**src/sv/bpe_pkg.sv**
```systemverilog
package bpe_pkg;

  // Default sizes, handed to the top level parameters
  localparam int SEQ_MAX_DEF  = 128;
  localparam int SLOT_MAX_DEF = 16;

  // Id space is fixed by the 7-bit id field
  localparam int ID_W     = 7;
  localparam int ID_COUNT = 1 << ID_W;

  // Result and register widths
  localparam int CNT_W   = 8;
  localparam int SLOTS_W = 5;
  localparam int CFG_AW  = 3;
  localparam int CFG_DW  = 32;

  localparam logic [CNT_W-1:0] CNT_SAT = {CNT_W{1'b1}};

  // Register index, taken from the word address bit of the config port
  localparam logic [0:0] REG_SLOTS_IN_USE = 1'b0;

  typedef enum logic [3:0] {
    ST_LOAD,
    ST_CLEAR,
    ST_BACK_A,
    ST_BACK_B,
    ST_BACK_C,
    ST_REP_RD,
    ST_REP_ISSUE,
    ST_REP_WAIT,
    ST_OUT
  } state_t;

  // Flags carried by the lookup token along the slot chain
  typedef struct packed {
    logic vld;
    logic hit;
    logic free;
  } tok_flags_t;

endpackage

```
**src/sv/bpe_ram.sv**
```systemverilog
module bpe_ram #(
  parameter int WIDTH = 8,
  parameter int DEPTH = 128
) (
  input  logic                     clk,
  input  logic                     we,
  input  logic [$clog2(DEPTH)-1:0] waddr,
  input  logic [WIDTH-1:0]         wdata,
  input  logic [$clog2(DEPTH)-1:0] raddr,
  output logic [WIDTH-1:0]         rdata
);

  logic [WIDTH-1:0] mem [DEPTH];
  logic [WIDTH-1:0] rdata_r;

  // Write one word, read one word with a registered output
  always_ff @(posedge clk) begin
    if (we) begin
      mem[waddr] <= wdata;
    end
    rdata_r <= mem[raddr];
  end

  assign rdata = rdata_r;

endmodule

```
**src/sv/bpe_cell.sv**
```systemverilog
module bpe_cell #(
  parameter int SEQ_MAX  = bpe_pkg::SEQ_MAX_DEF,
  parameter int SLOT_MAX = bpe_pkg::SLOT_MAX_DEF,
  parameter int IDX      = 0
) (
  input  logic                                        clk,
  input  logic                                        rst_n,
  input  logic                                        clear,
  input  logic [$clog2(SLOT_MAX+1)-1:0]               cap,
  // token in from the previous cell
  input  bpe_pkg::tok_flags_t                         flg_in,
  input  logic [bpe_pkg::ID_W-1:0]                    id_in,
  input  logic [$clog2(SEQ_MAX+1)-1:0]                nxt_in,
  input  logic [$clog2(SEQ_MAX+1)-1:0]                best_val_in,
  input  logic [((SLOT_MAX > 1) ? $clog2(SLOT_MAX) : 1)-1:0] best_idx_in,
  input  logic [((SLOT_MAX > 1) ? $clog2(SLOT_MAX) : 1)-1:0] hit_idx_in,
  input  logic [((SLOT_MAX > 1) ? $clog2(SLOT_MAX) : 1)-1:0] free_idx_in,
  // token out to the next cell
  output bpe_pkg::tok_flags_t                         flg_out,
  output logic [bpe_pkg::ID_W-1:0]                    id_out,
  output logic [$clog2(SEQ_MAX+1)-1:0]                nxt_out,
  output logic [$clog2(SEQ_MAX+1)-1:0]                best_val_out,
  output logic [((SLOT_MAX > 1) ? $clog2(SLOT_MAX) : 1)-1:0] best_idx_out,
  output logic [((SLOT_MAX > 1) ? $clog2(SLOT_MAX) : 1)-1:0] hit_idx_out,
  output logic [((SLOT_MAX > 1) ? $clog2(SLOT_MAX) : 1)-1:0] free_idx_out,
  // slot update broadcast
  input  logic                                        wr_en,
  input  logic [((SLOT_MAX > 1) ? $clog2(SLOT_MAX) : 1)-1:0] wr_idx,
  input  logic [bpe_pkg::ID_W-1:0]                    wr_id,
  input  logic [$clog2(SEQ_MAX+1)-1:0]                wr_nxt
);

  localparam int PW = $clog2(SEQ_MAX+1);
  localparam int SW = (SLOT_MAX > 1) ? $clog2(SLOT_MAX) : 1;

  logic                 valid_r, valid_nxt;
  logic [bpe_pkg::ID_W-1:0] id_r, id_nxt;
  logic [PW-1:0]        nu_r, nu_nxt;

  bpe_pkg::tok_flags_t  flg_r, flg_nxt;
  logic [bpe_pkg::ID_W-1:0] tid_r;
  logic [PW-1:0]        tnxt_r;
  logic [PW-1:0]        bval_r, bval_nxt;
  logic [SW-1:0]        bidx_r, bidx_nxt;
  logic [SW-1:0]        hidx_r, hidx_nxt;
  logic [SW-1:0]        fidx_r, fidx_nxt;
  logic                 en;

  // Fold this slot into the token: hit, first free slot, farthest next use
  always_comb begin
    en       = (32'(cap) > IDX);
    flg_nxt  = flg_in;
    bval_nxt = best_val_in;
    bidx_nxt = best_idx_in;
    hidx_nxt = hit_idx_in;
    fidx_nxt = free_idx_in;
    if (en && valid_r && (id_r == id_in)) begin
      flg_nxt.hit = 1'b1;
      hidx_nxt    = SW'(IDX);
    end
    if (en && !valid_r && !flg_in.free) begin
      flg_nxt.free = 1'b1;
      fidx_nxt     = SW'(IDX);
    end
    if (en && ((IDX == 0) || (nu_r > best_val_in))) begin
      bval_nxt = nu_r;
      bidx_nxt = SW'(IDX);
    end
  end

  // Clear the slot, or update it on a broadcast aimed at this cell
  always_comb begin
    valid_nxt = valid_r;
    id_nxt    = id_r;
    nu_nxt    = nu_r;
    if (clear) begin
      valid_nxt = 1'b0;
    end else if (wr_en && (wr_idx == SW'(IDX))) begin
      valid_nxt = 1'b1;
      id_nxt    = wr_id;
      nu_nxt    = wr_nxt;
    end
  end

  always_ff @(posedge clk) begin
    if (!rst_n) begin
      valid_r <= 1'b0;
      flg_r   <= '0;
    end else begin
      valid_r <= valid_nxt;
      flg_r   <= flg_nxt;
    end
  end

  // Slot payload and token payload need no reset
  always_ff @(posedge clk) begin
    id_r       <= id_nxt;
    nu_r       <= nu_nxt;
    tid_r      <= id_in;
    tnxt_r     <= nxt_in;
    bval_r     <= bval_nxt;
    bidx_r     <= bidx_nxt;
    hidx_r     <= hidx_nxt;
    fidx_r     <= fidx_nxt;
  end

  assign flg_out      = flg_r;
  assign id_out       = tid_r;
  assign nxt_out      = tnxt_r;
  assign best_val_out = bval_r;
  assign best_idx_out = bidx_r;
  assign hit_idx_out  = hidx_r;
  assign free_idx_out = fidx_r;

endmodule

```
**src/sv/belady_optimal_eviction_counter.sv**
```systemverilog
// Load: one input word per cycle; in_stall is low only while loading.
// After the last word: a clear of all 128 entries of the last-use table (ID_COUNT),
// a backward next-use pass through states BACK_A, BACK_B and BACK_C per position,
// a replay with the lookup token walking the slot chain, and the result state.
// The result state waits while the previous result word is still stalled.
// Synchronous active-low reset clears control state and sets slots_in_use to 1.
module belady_optimal_eviction_counter #(
  parameter int SEQ_MAX  = bpe_pkg::SEQ_MAX_DEF,
  parameter int SLOT_MAX = bpe_pkg::SLOT_MAX_DEF
) (
  input  logic                          clk,
  input  logic                          rst_n,
  // input channel
  input  logic                          in_valid,
  output logic                          in_stall,
  input  logic [bpe_pkg::ID_W-1:0]      in_item_id,
  input  logic                          in_is_last,
  // result channel
  output logic                          out_valid,
  input  logic                          out_stall,
  output logic [bpe_pkg::CNT_W-1:0]     out_eviction_count,
  output logic                          out_overflow,
  // configuration port
  input  logic                          cfg_psel,
  input  logic                          cfg_penable,
  input  logic                          cfg_pwrite,
  input  logic [bpe_pkg::CFG_AW-1:0]    cfg_paddr,
  input  logic [bpe_pkg::CFG_DW-1:0]    cfg_pwdata,
  output logic [bpe_pkg::CFG_DW-1:0]    cfg_prdata,
  output logic                          cfg_pready
);

  localparam int PW  = $clog2(SEQ_MAX+1);
  localparam int AW  = $clog2(SEQ_MAX);
  localparam int SW  = (SLOT_MAX > 1) ? $clog2(SLOT_MAX) : 1;
  localparam int CW  = $clog2(SLOT_MAX+1);
  localparam int IW  = bpe_pkg::ID_W;
  localparam int NW  = bpe_pkg::CNT_W;
  localparam int DW  = bpe_pkg::CFG_DW;
  localparam int LW  = bpe_pkg::SLOTS_W;
  localparam logic [PW-1:0] NEVER = PW'(SEQ_MAX);

  bpe_pkg::state_t state_r, state_nxt;

  logic [LW-1:0]  slots_r, slots_nxt;
  logic [PW-1:0]  len_r, len_nxt;
  logic           ovf_r, ovf_nxt;
  logic [CW-1:0]  cap_r, cap_nxt;
  logic [PW-1:0]  pos_r, pos_nxt;
  logic [IW-1:0]  clr_r, clr_nxt;
  logic [NW-1:0]  evict_r, evict_nxt;
  logic           out_valid_r, out_valid_nxt;
  logic [NW-1:0]  out_cnt_r, out_cnt_nxt;
  logic           out_ovf_r, out_ovf_nxt;

  logic           in_acc, cfg_wr, out_free, store_ok;
  logic [PW-1:0]  pos_m1;

  // memory ports
  logic           seq_we;
  logic [AW-1:0]  seq_raddr;
  logic [IW-1:0]  seq_rdata;
  logic           nu_we;
  logic [PW-1:0]  nu_rdata;
  logic           ls_we;
  logic [IW-1:0]  ls_waddr;
  logic [PW-1:0]  ls_wdata;
  logic [PW-1:0]  ls_rdata;

  // slot chain
  bpe_pkg::tok_flags_t chain_flg  [SLOT_MAX+1];
  logic [IW-1:0]       chain_id   [SLOT_MAX+1];
  logic [PW-1:0]       chain_nxt  [SLOT_MAX+1];
  logic [PW-1:0]       chain_bval [SLOT_MAX+1];
  logic [SW-1:0]       chain_bidx [SLOT_MAX+1];
  logic [SW-1:0]       chain_hidx [SLOT_MAX+1];
  logic [SW-1:0]       chain_fidx [SLOT_MAX+1];
  logic                cell_clear;
  logic                launch;
  logic                wr_en;
  logic [SW-1:0]       wr_idx;
  logic                evict;

  assign in_acc   = in_valid && !in_stall;
  assign cfg_wr   = cfg_psel && cfg_penable && cfg_pwrite && cfg_pready;
  assign out_free = !out_valid_r || !out_stall;
  assign store_ok = (len_r != NEVER);
  assign pos_m1   = pos_r - PW'(1);

  // Configuration register
  always_comb begin
    slots_nxt = slots_r;
    if (cfg_wr && (cfg_paddr[2] == bpe_pkg::REG_SLOTS_IN_USE)) begin
      slots_nxt = cfg_pwdata[LW-1:0];
    end
  end

  assign cfg_pready = 1'b1;
  assign cfg_prdata = (cfg_paddr[2] == bpe_pkg::REG_SLOTS_IN_USE) ?
                      DW'(slots_r) : '0;

  // Next state
  always_comb begin
    state_nxt = state_r;
    case (state_r)
      bpe_pkg::ST_LOAD: begin
        if (in_acc && in_is_last) state_nxt = bpe_pkg::ST_CLEAR;
      end
      bpe_pkg::ST_CLEAR: begin
        if (clr_r == IW'(bpe_pkg::ID_COUNT - 1)) state_nxt = bpe_pkg::ST_BACK_A;
      end
      bpe_pkg::ST_BACK_A: begin
        state_nxt = (pos_r == '0) ? bpe_pkg::ST_REP_RD : bpe_pkg::ST_BACK_B;
      end
      bpe_pkg::ST_BACK_B: state_nxt = bpe_pkg::ST_BACK_C;
      bpe_pkg::ST_BACK_C: state_nxt = bpe_pkg::ST_BACK_A;
      bpe_pkg::ST_REP_RD: begin
        state_nxt = (pos_r == len_r) ? bpe_pkg::ST_OUT : bpe_pkg::ST_REP_ISSUE;
      end
      bpe_pkg::ST_REP_ISSUE: state_nxt = bpe_pkg::ST_REP_WAIT;
      bpe_pkg::ST_REP_WAIT: begin
        if (chain_flg[SLOT_MAX].vld) state_nxt = bpe_pkg::ST_REP_RD;
      end
      bpe_pkg::ST_OUT: begin
        if (out_free) state_nxt = bpe_pkg::ST_LOAD;
      end
      default: state_nxt = bpe_pkg::ST_LOAD;
    endcase
  end

  // State outputs: handshake, memory strobes, chain control
  always_comb begin
    in_stall   = 1'b1;
    seq_we     = 1'b0;
    nu_we      = 1'b0;
    ls_we      = 1'b0;
    ls_waddr   = seq_rdata;
    ls_wdata   = pos_m1;
    seq_raddr  = pos_r[AW-1:0];
    cell_clear = 1'b0;
    launch     = 1'b0;
    wr_en      = 1'b0;
    case (state_r)
      bpe_pkg::ST_LOAD: begin
        in_stall = 1'b0;
        seq_we   = in_acc && store_ok;
      end
      bpe_pkg::ST_CLEAR: begin
        ls_we      = 1'b1;
        ls_waddr   = clr_r;
        ls_wdata   = NEVER;
        cell_clear = 1'b1;
      end
      bpe_pkg::ST_BACK_A, bpe_pkg::ST_BACK_B: begin
        seq_raddr = pos_m1[AW-1:0];
      end
      bpe_pkg::ST_BACK_C: begin
        seq_raddr = pos_m1[AW-1:0];
        nu_we     = 1'b1;
        ls_we     = 1'b1;
      end
      bpe_pkg::ST_REP_ISSUE: begin
        launch = 1'b1;
      end
      bpe_pkg::ST_REP_WAIT: begin
        wr_en = chain_flg[SLOT_MAX].vld;
      end
      default: begin
      end
    endcase
  end

  // Pick the slot to write: the hit, else the first free, else the farthest
  always_comb begin
    evict = !chain_flg[SLOT_MAX].hit && !chain_flg[SLOT_MAX].free;
    if (chain_flg[SLOT_MAX].hit) begin
      wr_idx = chain_hidx[SLOT_MAX];
    end else if (chain_flg[SLOT_MAX].free) begin
      wr_idx = chain_fidx[SLOT_MAX];
    end else begin
      wr_idx = chain_bidx[SLOT_MAX];
    end
  end

  // Datapath registers
  always_comb begin
    len_nxt       = len_r;
    ovf_nxt       = ovf_r;
    cap_nxt       = cap_r;
    pos_nxt       = pos_r;
    clr_nxt       = clr_r;
    evict_nxt     = evict_r;
    out_valid_nxt = out_valid_r && out_stall;
    out_cnt_nxt   = out_cnt_r;
    out_ovf_nxt   = out_ovf_r;
    case (state_r)
      bpe_pkg::ST_LOAD: begin
        if (in_acc) begin
          if (store_ok) len_nxt = len_r + PW'(1);
          else          ovf_nxt = 1'b1;
          if (in_is_last) begin
            clr_nxt = '0;
            if (slots_r == '0) begin
              cap_nxt = CW'(1);
            end else if (32'(slots_r) > SLOT_MAX) begin
              cap_nxt = CW'(SLOT_MAX);
            end else begin
              cap_nxt = CW'(slots_r);
            end
          end
        end
      end
      bpe_pkg::ST_CLEAR: begin
        clr_nxt   = clr_r + IW'(1);
        pos_nxt   = len_r;
        evict_nxt = '0;
      end
      bpe_pkg::ST_BACK_C: begin
        pos_nxt = pos_m1;
      end
      bpe_pkg::ST_REP_WAIT: begin
        if (chain_flg[SLOT_MAX].vld) begin
          pos_nxt = pos_r + PW'(1);
          if (evict && (evict_r != bpe_pkg::CNT_SAT)) evict_nxt = evict_r + NW'(1);
        end
      end
      bpe_pkg::ST_OUT: begin
        if (out_free) begin
          out_valid_nxt = 1'b1;
          out_cnt_nxt   = evict_r;
          out_ovf_nxt   = ovf_r;
          len_nxt       = '0;
          ovf_nxt       = 1'b0;
        end
      end
      default: begin
      end
    endcase
  end

  always_ff @(posedge clk) begin
    if (!rst_n) begin
      state_r     <= bpe_pkg::ST_LOAD;
      slots_r     <= LW'(1);
      len_r       <= '0;
      ovf_r       <= 1'b0;
      out_valid_r <= 1'b0;
    end else begin
      state_r     <= state_nxt;
      slots_r     <= slots_nxt;
      len_r       <= len_nxt;
      ovf_r       <= ovf_nxt;
      out_valid_r <= out_valid_nxt;
    end
  end

  always_ff @(posedge clk) begin
    cap_r     <= cap_nxt;
    pos_r     <= pos_nxt;
    clr_r     <= clr_nxt;
    evict_r   <= evict_nxt;
    out_cnt_r <= out_cnt_nxt;
    out_ovf_r <= out_ovf_nxt;
  end

  assign out_valid          = out_valid_r;
  assign out_eviction_count = out_cnt_r;
  assign out_overflow       = out_ovf_r;

  // Stored sequence of ids
  bpe_ram #(.WIDTH(IW), .DEPTH(SEQ_MAX)) u_seq_ram (
    .clk   (clk),
    .we    (seq_we),
    .waddr (len_r[AW-1:0]),
    .wdata (in_item_id),
    .raddr (seq_raddr),
    .rdata (seq_rdata)
  );

  // Next use of each position
  bpe_ram #(.WIDTH(PW), .DEPTH(SEQ_MAX)) u_nu_ram (
    .clk   (clk),
    .we    (nu_we),
    .waddr (pos_m1[AW-1:0]),
    .wdata (ls_rdata),
    .raddr (pos_r[AW-1:0]),
    .rdata (nu_rdata)
  );

  // Latest position seen for each id during the backward pass
  bpe_ram #(.WIDTH(PW), .DEPTH(bpe_pkg::ID_COUNT)) u_ls_ram (
    .clk   (clk),
    .we    (ls_we),
    .waddr (ls_waddr),
    .wdata (ls_wdata),
    .raddr (seq_rdata),
    .rdata (ls_rdata)
  );

  // Launch a fresh token into the head of the chain
  always_comb begin
    chain_flg[0].vld  = launch;
    chain_flg[0].hit  = 1'b0;
    chain_flg[0].free = 1'b0;
    chain_id[0]       = seq_rdata;
    chain_nxt[0]      = nu_rdata;
    chain_bval[0]     = '0;
    chain_bidx[0]     = '0;
    chain_hidx[0]     = '0;
    chain_fidx[0]     = '0;
  end

  for (genvar g = 0; g < SLOT_MAX; g++) begin : g_cell
    bpe_cell #(.SEQ_MAX(SEQ_MAX), .SLOT_MAX(SLOT_MAX), .IDX(g)) u_cell (
      .clk          (clk),
      .rst_n        (rst_n),
      .clear        (cell_clear),
      .cap          (cap_r),
      .flg_in       (chain_flg[g]),
      .id_in        (chain_id[g]),
      .nxt_in       (chain_nxt[g]),
      .best_val_in  (chain_bval[g]),
      .best_idx_in  (chain_bidx[g]),
      .hit_idx_in   (chain_hidx[g]),
      .free_idx_in  (chain_fidx[g]),
      .flg_out      (chain_flg[g+1]),
      .id_out       (chain_id[g+1]),
      .nxt_out      (chain_nxt[g+1]),
      .best_val_out (chain_bval[g+1]),
      .best_idx_out (chain_bidx[g+1]),
      .hit_idx_out  (chain_hidx[g+1]),
      .free_idx_out (chain_fidx[g+1]),
      .wr_en        (wr_en),
      .wr_idx       (wr_idx),
      .wr_id        (chain_id[SLOT_MAX]),
      .wr_nxt       (chain_nxt[SLOT_MAX])
    );
  end

  // A new result word appears only from the result state
  a_out_from_result: assert property (@(posedge clk) disable iff (!rst_n)
    $rose(out_valid_r) |-> $past(state_r) == bpe_pkg::ST_OUT)
    else $error("result word raised outside the result state");

  // A token leaves the chain only while the replay waits for it
  a_token_in_wait: assert property (@(posedge clk) disable iff (!rst_n)
    chain_flg[SLOT_MAX].vld |-> state_r == bpe_pkg::ST_REP_WAIT)
    else $error("lookup token left the chain outside replay");

  // Dropped words only once the store is full
  a_ovf_full: assert property (@(posedge clk) disable iff (!rst_n)
    ovf_r |-> len_r == NEVER)
    else $error("overflow flagged with room left in the store");

  // Nothing is taken in while the replay runs
  a_no_load_busy: assert property (@(posedge clk) disable iff (!rst_n)
    (state_r != bpe_pkg::ST_LOAD) |=> $stable(len_r) || (len_r == '0))
    else $error("sequence length moved during computation");

endmodule

```
**config.mk**
```make
export PLATFORM = sky130hd
export DESIGN_NAME = belady_optimal_eviction_counter
export DESIGN_NICKNAME = d
export VERILOG_FILES = /design/src/sv/bpe_pkg.sv /design/src/sv/bpe_ram.sv /design/src/sv/bpe_cell.sv /design/src/sv/belady_optimal_eviction_counter.sv
export SDC_FILE = /design/constraint.sdc
export NUM_CORES = 2
export LEC_CHECK = 0
export BUFFER_PORTS_ARGS = -buffer_cell sky130_fd_sc_hd__buf_4
export CORE_MARGIN = 3
export CORE_UTILIZATION = 60
export DETAILED_ROUTE_END_ITERATION = 7
export GPL_ROUTABILITY_DRIVEN = 0
export PLACE_DENSITY = 0.82
export SLEW_MARGIN = 20
export SYNTH_ARGS = -nofsm -noshare
export SYNTH_HDL_FRONTEND = slang
export SYNTH_SLANG_ARGS = --single-unit
```
**constraint.sdc**
```tcl
create_clock -name clk -period 6.77 [get_ports clk]
set_input_delay 0.3385 -clock clk [delete_from_list [all_inputs] [get_ports clk]]
set_output_delay 0.3385 -clock clk [all_outputs]
set_load 0.01 [all_outputs]
```
---- Word-level counts from Yosys, hierarchy flattened ----
Memory sizes are Yosys's and may differ from the RTL's. A register that Yosys moved wholly into a read port is not among the register bits.
Cells that the tools add are included.
word-level totals
  bits in registers ....................... 867
  latch bits .............................. 0
  RAM bits ................................ 2944
  memory bits (read-only) ................. 0
  output and inout port bits .............. 44
  memories kept ........................... 3
memory list
  name           depth  width  rd ports  clocked after Yosys merged registers in  write ports  line           RTL
  u_ls_ram.mem   128    8      1         1                                        1            bpe_ram.sv:13  logic [WIDTH-1:0] mem [DEPTH];
  u_nu_ram.mem   128    8      1         1                                        1            bpe_ram.sv:13
  u_seq_ram.mem  128    7      1         1                                        1            bpe_ram.sv:13
cells by class
  add/subtract/negate cells ............... 5
  multiply operators ...................... 0
  div/mod/pow operators ................... 0
  order comparisons ....................... 32
  equality and inequality tests ........... 52
  shift-type cells ........................ 0
  multiplexer cells ....................... 94
  bitwise gates (word level) .............. 3
  reduce and logical (&&, ||, !) cells .... 175
operators with widths
  cell                   count
  $mux W8                21
  $gt A8 B8 Y1           15
  $eq A7 B7 Y1           16
  $logic_and A1 B1 Y1    103
  $mux W1                53
  $gt A5 B4 Y1 const B   8
  $eq A4 B4 Y1 const B   9
  $pmux W4 S9            1
  $reduce_and A2 Y1      18
  $logic_not A1 Y1       35
  $eq A4 B3 Y1 const B   8
  $pmux W8 S2            2
  $mux W4                7
  $mux W7                4
  $add A8 B1 Y8 const B  3
  $pmux W8 S3            1
  $gt A5 B3 Y1 const B   4
  $eq A4 B2 Y1 const B   4
  $ne A8 B8 Y1 const B   2
  $ne A2 B2 Y1 const B   7
  $pmux W7 S2            1
  $reduce_and A4 Y1      3
  $gt A5 B1 Y1 const B   2
  $gt A5 B2 Y1 const B   2
  20 further kinds       32

---- Longest topological paths before layout ----
  word-level depth ........................ 6
  mapped depth ............................ 15

---- By module ----
From an unflattened synthesis, not the netlist that was laid out.
unflattened totals
  cells, all modules ...................... 7113
  area total of the unflattened synthesis .. 146520.5 µm²
by module, submodules not included
  module                             times used  cells an instance  area an instance (µm²)  sequential area each (µm²)
  bpe_ram at u_ls_ram ...            2           1635               39665.5                 30909.6
  bpe_ram at u_seq_ram               1           1453               34807.1                 27045.9
  bpe_cell at g_cell[14].u_cell ...  2           127                1815.5                  1231.2
  belady_optimal_eviction_counter    1           393                3607.2                  1491.4
  bpe_cell at g_cell[2].u_cell       1           126                1824.2                  1231.2
  bpe_cell at g_cell[7].u_cell       1           125                1824.2                  1231.2
  bpe_cell at g_cell[10].u_cell      1           126                1820.5                  1231.2
  bpe_cell at g_cell[8].u_cell       1           126                1818.0                  1231.2
  bpe_cell at g_cell[12].u_cell      1           128                1815.5                  1231.2
  bpe_cell at g_cell[4].u_cell       1           128                1814.2                  1231.2
  bpe_cell at g_cell[9].u_cell       1           128                1811.7                  1231.2
  bpe_cell at g_cell[5].u_cell       1           130                1810.5                  1231.2
  bpe_cell at g_cell[11].u_cell      1           124                1809.2                  1231.2
  bpe_cell at g_cell[1].u_cell       1           126                1808.0                  1231.2
  4 more rows                        -           -                  -                       -

---- Worst setup path after synthesis ----
Ideal clock, no wire load.
  path kind ............................... reg2reg
  start ................................... register pos_r[0]
  end ..................................... memory u_ls_ram.mem[0][6], data pin
  setup time .............................. 0.798 ns
  arrival ................................. 4.838 ns
  required time ........................... 5.972 ns
  setup slack ............................. 1.135 ns
  cell stages (with the launch flop) ...... 9
  clock period less this slack ............ 5.635 ns
  cells stage by stage .................... edfxtp_1 -> inv_1 -> clkbuf_1 -> ha_1 -> buf_2 -> inv_1 -> or3_1 -> xnor2_1 -> nor2_1
on the way
  cells in the longest elaborated chain, start to end .. 2
ends and longest elaborated chain
  element                   line                                    RTL
  start: declaration        belady_optimal_eviction_counter.sv:49   logic [PW-1:0] pos_r, pos_nxt;
  start signal: assignment  belady_optimal_eviction_counter.sv:259  pos_r <= pos_nxt;
  $sub A8 B1 Y8             belady_optimal_eviction_counter.sv:88   assign pos_m1 = pos_r - PW'(1);
  $mux W8                   belady_optimal_eviction_counter.sv:143  case (state_r)
  named net ls_wdata[6]     belady_optimal_eviction_counter.sv:67   logic [PW-1:0] ls_wdata;
  end: declaration          bpe_ram.sv:13
The timed path passes the listed nets, and every way through them passes these cells.

---- Worst setup path after layout ----
  start ................................... register pos_r[2]
  end ..................................... memory u_nu_ram.mem[73][3] (enable)
on the way
  cells in the longest elaborated chain, start to end .. 1
ends and longest elaborated chain
  element           line
  $sub A8 B1 Y8     belady_optimal_eviction_counter.sv:88
  end: declaration  bpe_ram.sv:13
Every way passes these cells.

==> results.cfg <==
[timing]
rsz0062_at_grt = false
max-slew-margin-rel_pct = 15.55
setup-tns-final_ns = 0
worst_pin_slew_ns = 1.263
period_share_pct = 77.16
skew_ns = 0.07767
fmax_mhz = 191.4
finalSetupViolations = 0
fin_ws_ns = 1.546
drv_slew = 0
fin_crit_ns = 5.224
hold_violations = 0

[synth]
synth.avg_cell_area_sq_um = 18.01
yosysTopAreaCell = edfxtp_1
postSynth.asyncResetShare_pct = 0
ys.flop_type = edfxtp_1
synth_cell_types = 95
synth_common_cells = 3221 x edfxtp_1, 666 x mux4_2, 613 x dfxtp_1
yosysWarnings = 0
synth_edf_count = 3221
synth_cells = 8103
seq_area_frac_synth_pct = 74.68
synth_area_sq_um = 145900
yosys-top-cells-area = edfxtp_1 66%, mux4_2 10%, dfxtp_1 8.4%, nor2_1 1.4%, ha_1 1.1%
yosysTopAreaCellShare_pct = 66.27
synth.most_common_cell = edfxtp_1
synth_seq_cells = 3834

[pwr]
combPwrFrac_pct = 10.6
swShare_pct = 24.48
power-per-cell-area_nw_per_um2 = 335.9
p_int_mw = 41.07
p_seq_share_pct = 52.1
leakage_nw = 53.49
p_clk_share_pct = 37.3
peakVddDrop_mv = 0.3180
power.switching_mw = 13.31

[job]
maxCapViolations = 0

[floorplan]
dieArea_sq_um = 249200
rows = 180
pin_count = 94
fp.coreArea_sq_um = 241200
chipHeight_microns = 499.2
initial_core_util_pct = 60.51
fp.dieW_microns = 499.2

[placement]
pre_cts_slack_ns = 1.906
place_inst = 11051
io_buffers = 36
hpwl_microns = 197100

[setup_path]
critPathMaxFanout = 19
r2r-start = pos_r[2]
cp_cell_sequence = nor3_2, nand2_1, xor2_1, nor2b_1, nand2_1, nor2_1
worstSetupPathType = reg2reg
start_kind = flip-flop
startpoint = pos_r[2]
cpMostUsedCell = nand2_1
slowest_delay_ns = 1.10
cpMaxStageDelayCell = nor3_2
crit_family = simple AND/OR/NAND/NOR gates
arrival_ns = 5.80
path_buf_inv = 0
crit_required_ns = 7.34
critPathCaptureType = flip-flop

[detailed_routing]
wire_per_inst_microns = 30.61
routed_wl_microns = 359300
ant_nets = 0
wl_met3_microns = 38860
drt-met1-wl_microns = 126100
met2_length_microns = 176100
viasPerCell = 6.729
top_layer = met5
vias = 78975
drc = 32
first_pass_iters = 8
drtIter0Drc = 11169

[final_layout]
layout.nets = 8451
drive_above_1_share_pct = 19.40
area_growth_pct = 10.95
layout.cells.non_filler = 11737

[global_routing]
grt.total_usage_pct = 28.78
overflow = 0
grt_pass1_wl_microns = 533200
grt_max_degree = 165
grt_pass1_vias = 80262
antenna_found_initial = 9

[outcome]
violations = design-rule violations
outcome = finished with violations

[cts]
htreeDepth = 5
cts_sinks = 3834
cts_tree = built
clockBufferDepth = 4
cts_made_buffers = 374
clock_latency_ns = 0.99
clk_pin_slew_ns = 0.07
cts-root-buf = clkbuf_16
cts_resized = 0

[min_path]
hold_start = g_cell[5].u_cell.nxt_out[0]
min_path_type = reg2reg
==> worst reg2reg max path, cell delays in order, from the launching register on <==
cell and delay [ns]:
edfxtp_1 0.78, nor3_2 1.10, nand2_1 0.27, xor2_1 0.55, nor2b_1 0.94, nand2_1 0.42, nor2_1 0.77
==> kinds of logic (layout without fill, tap and decap cells) <==
family	after synthesis	after routing	synth area share (%)
AOI/OAI and AO/OA	781	781	3.829
xor gates and xnor gates	150	150	0.9002
adders and majority gates	129	129	1.106
buffers and inverters	582	998	1.717
DFF	3834	3834	74.68
muxes	934	934	12.23
other	2	35	0.005146
and+or+nand+nor	1691	1691	5.531
==> sequential cells by signal, summed over array words and instances (netlist names), 16 cells and up <==
signal / count
g_cell.u_cell.valid_r: 16
u_nu_ram.mem: 1024
g_cell.u_cell.flg_out: 48
g_cell.u_cell.free_idx_out: 49
g_cell.u_cell.nxt_out: 128
g_cell.u_cell.best_idx_out: 49
u_ls_ram.mem: 1024
g_cell.u_cell.best_val_out: 120
g_cell.u_cell.nu_r: 128
u_seq_ram.mem: 896
g_cell.u_cell.hit_idx_out: 49
g_cell.u_cell.id_r: 112
g_cell.u_cell.id_out: 112
==> power groups by stage <==
stage | logic (mW) | clock network, mW | registers, mW
global placement | 5.31 | 0 | 28.7
detailed placement | 5.54 | 0 | 28.8
finish | 5.77 | 20.3 | 28.3
floorplan | 3.34 | 0 | 28.7
global route | 6.08 | 21.2 | 28.4
CTS | 5.72 | 20.4 | 28.3
==> path summary, 6_finish.rpt <==
path                            depth (start not counted)                           to  slack (ns)
worst max register to register                          6          u_nu_ram.mem[73][3]        1.55
worst max-delay path                                    6          u_nu_ram.mem[73][3]        1.55
worst min register to register                          0  g_cell[6].u_cell.nxt_out[0]        0.32
worst min-delay path                                    0  g_cell[6].u_cell.nxt_out[0]        0.32
==> final cells by class <==
cell class	count	area, sq um
Sequential cell	3834	109000
Fill cell	14102	79290
Multi-Input combinational cell	3713	34810
Clock buffer	470	10140
Tap cell	3185	3985
Timing Repair Buffer	208	1824
Clock inverter	179	1562
Inverter	141	529.3
Antenna cell	7	17.52
==> repair_timing <==
action                    in CTS  in global routing
hold buffers                  29                  0
hold endpoints to repair     381                  0
buffers inserted               0                  0
==> routing by layer <==
layer	up-vias	GRT usage, %
met5	-	0
li1	32202	-
met3	1162	6.379
met1	39974	37.73
met2	5631	46.74
met4	6	12.93
==> cell usage in the layout, fill, tap and decap left out, types with 62 or more instances in the layout <==
| cell type | instances |
|---|---|
| a211oi_1 | 151 |
| a21oi_1 | 79 |
| and3_1 | 166 |
| buf_4 | 161 |
| clkbuf_1 | 62 |
| clkbuf_16 | 382 |
| clkinv_2 | 70 |
| dfxtp_1 | 600 |
| edfxtp_1 | 3221 |
| ha_1 | 129 |
| inv_1 | 141 |
| mux2_2 | 131 |
| mux2i_1 | 137 |
| mux4_2 | 666 |
| nand2_1 | 416 |
| nand3_1 | 92 |
| nand4_1 | 71 |
| nor2_1 | 524 |
| nor2b_1 | 79 |
| nor3_1 | 75 |
| o21ai_0 | 113 |
| or2_2 | 72 |
| xnor2_1 | 113 |
==> metrics by stage <==
stage	hold WS, ns	cell area [sq um]	util [%]	total power, mW
2_1_floorplan	0.3096	146000	-	32.03
3_3_place_gp	0.3116	149800	62.12	34.03
3_5_place_dp	0.3121	149900	62.13	34.33
4_1_cts	0.2864	161800	67.10	54.43
5_1_grt	0.3221	161900	67.12	55.71
6_report	0.3207	161900	67.13	54.38
Power figures use the tool's default switching activity.
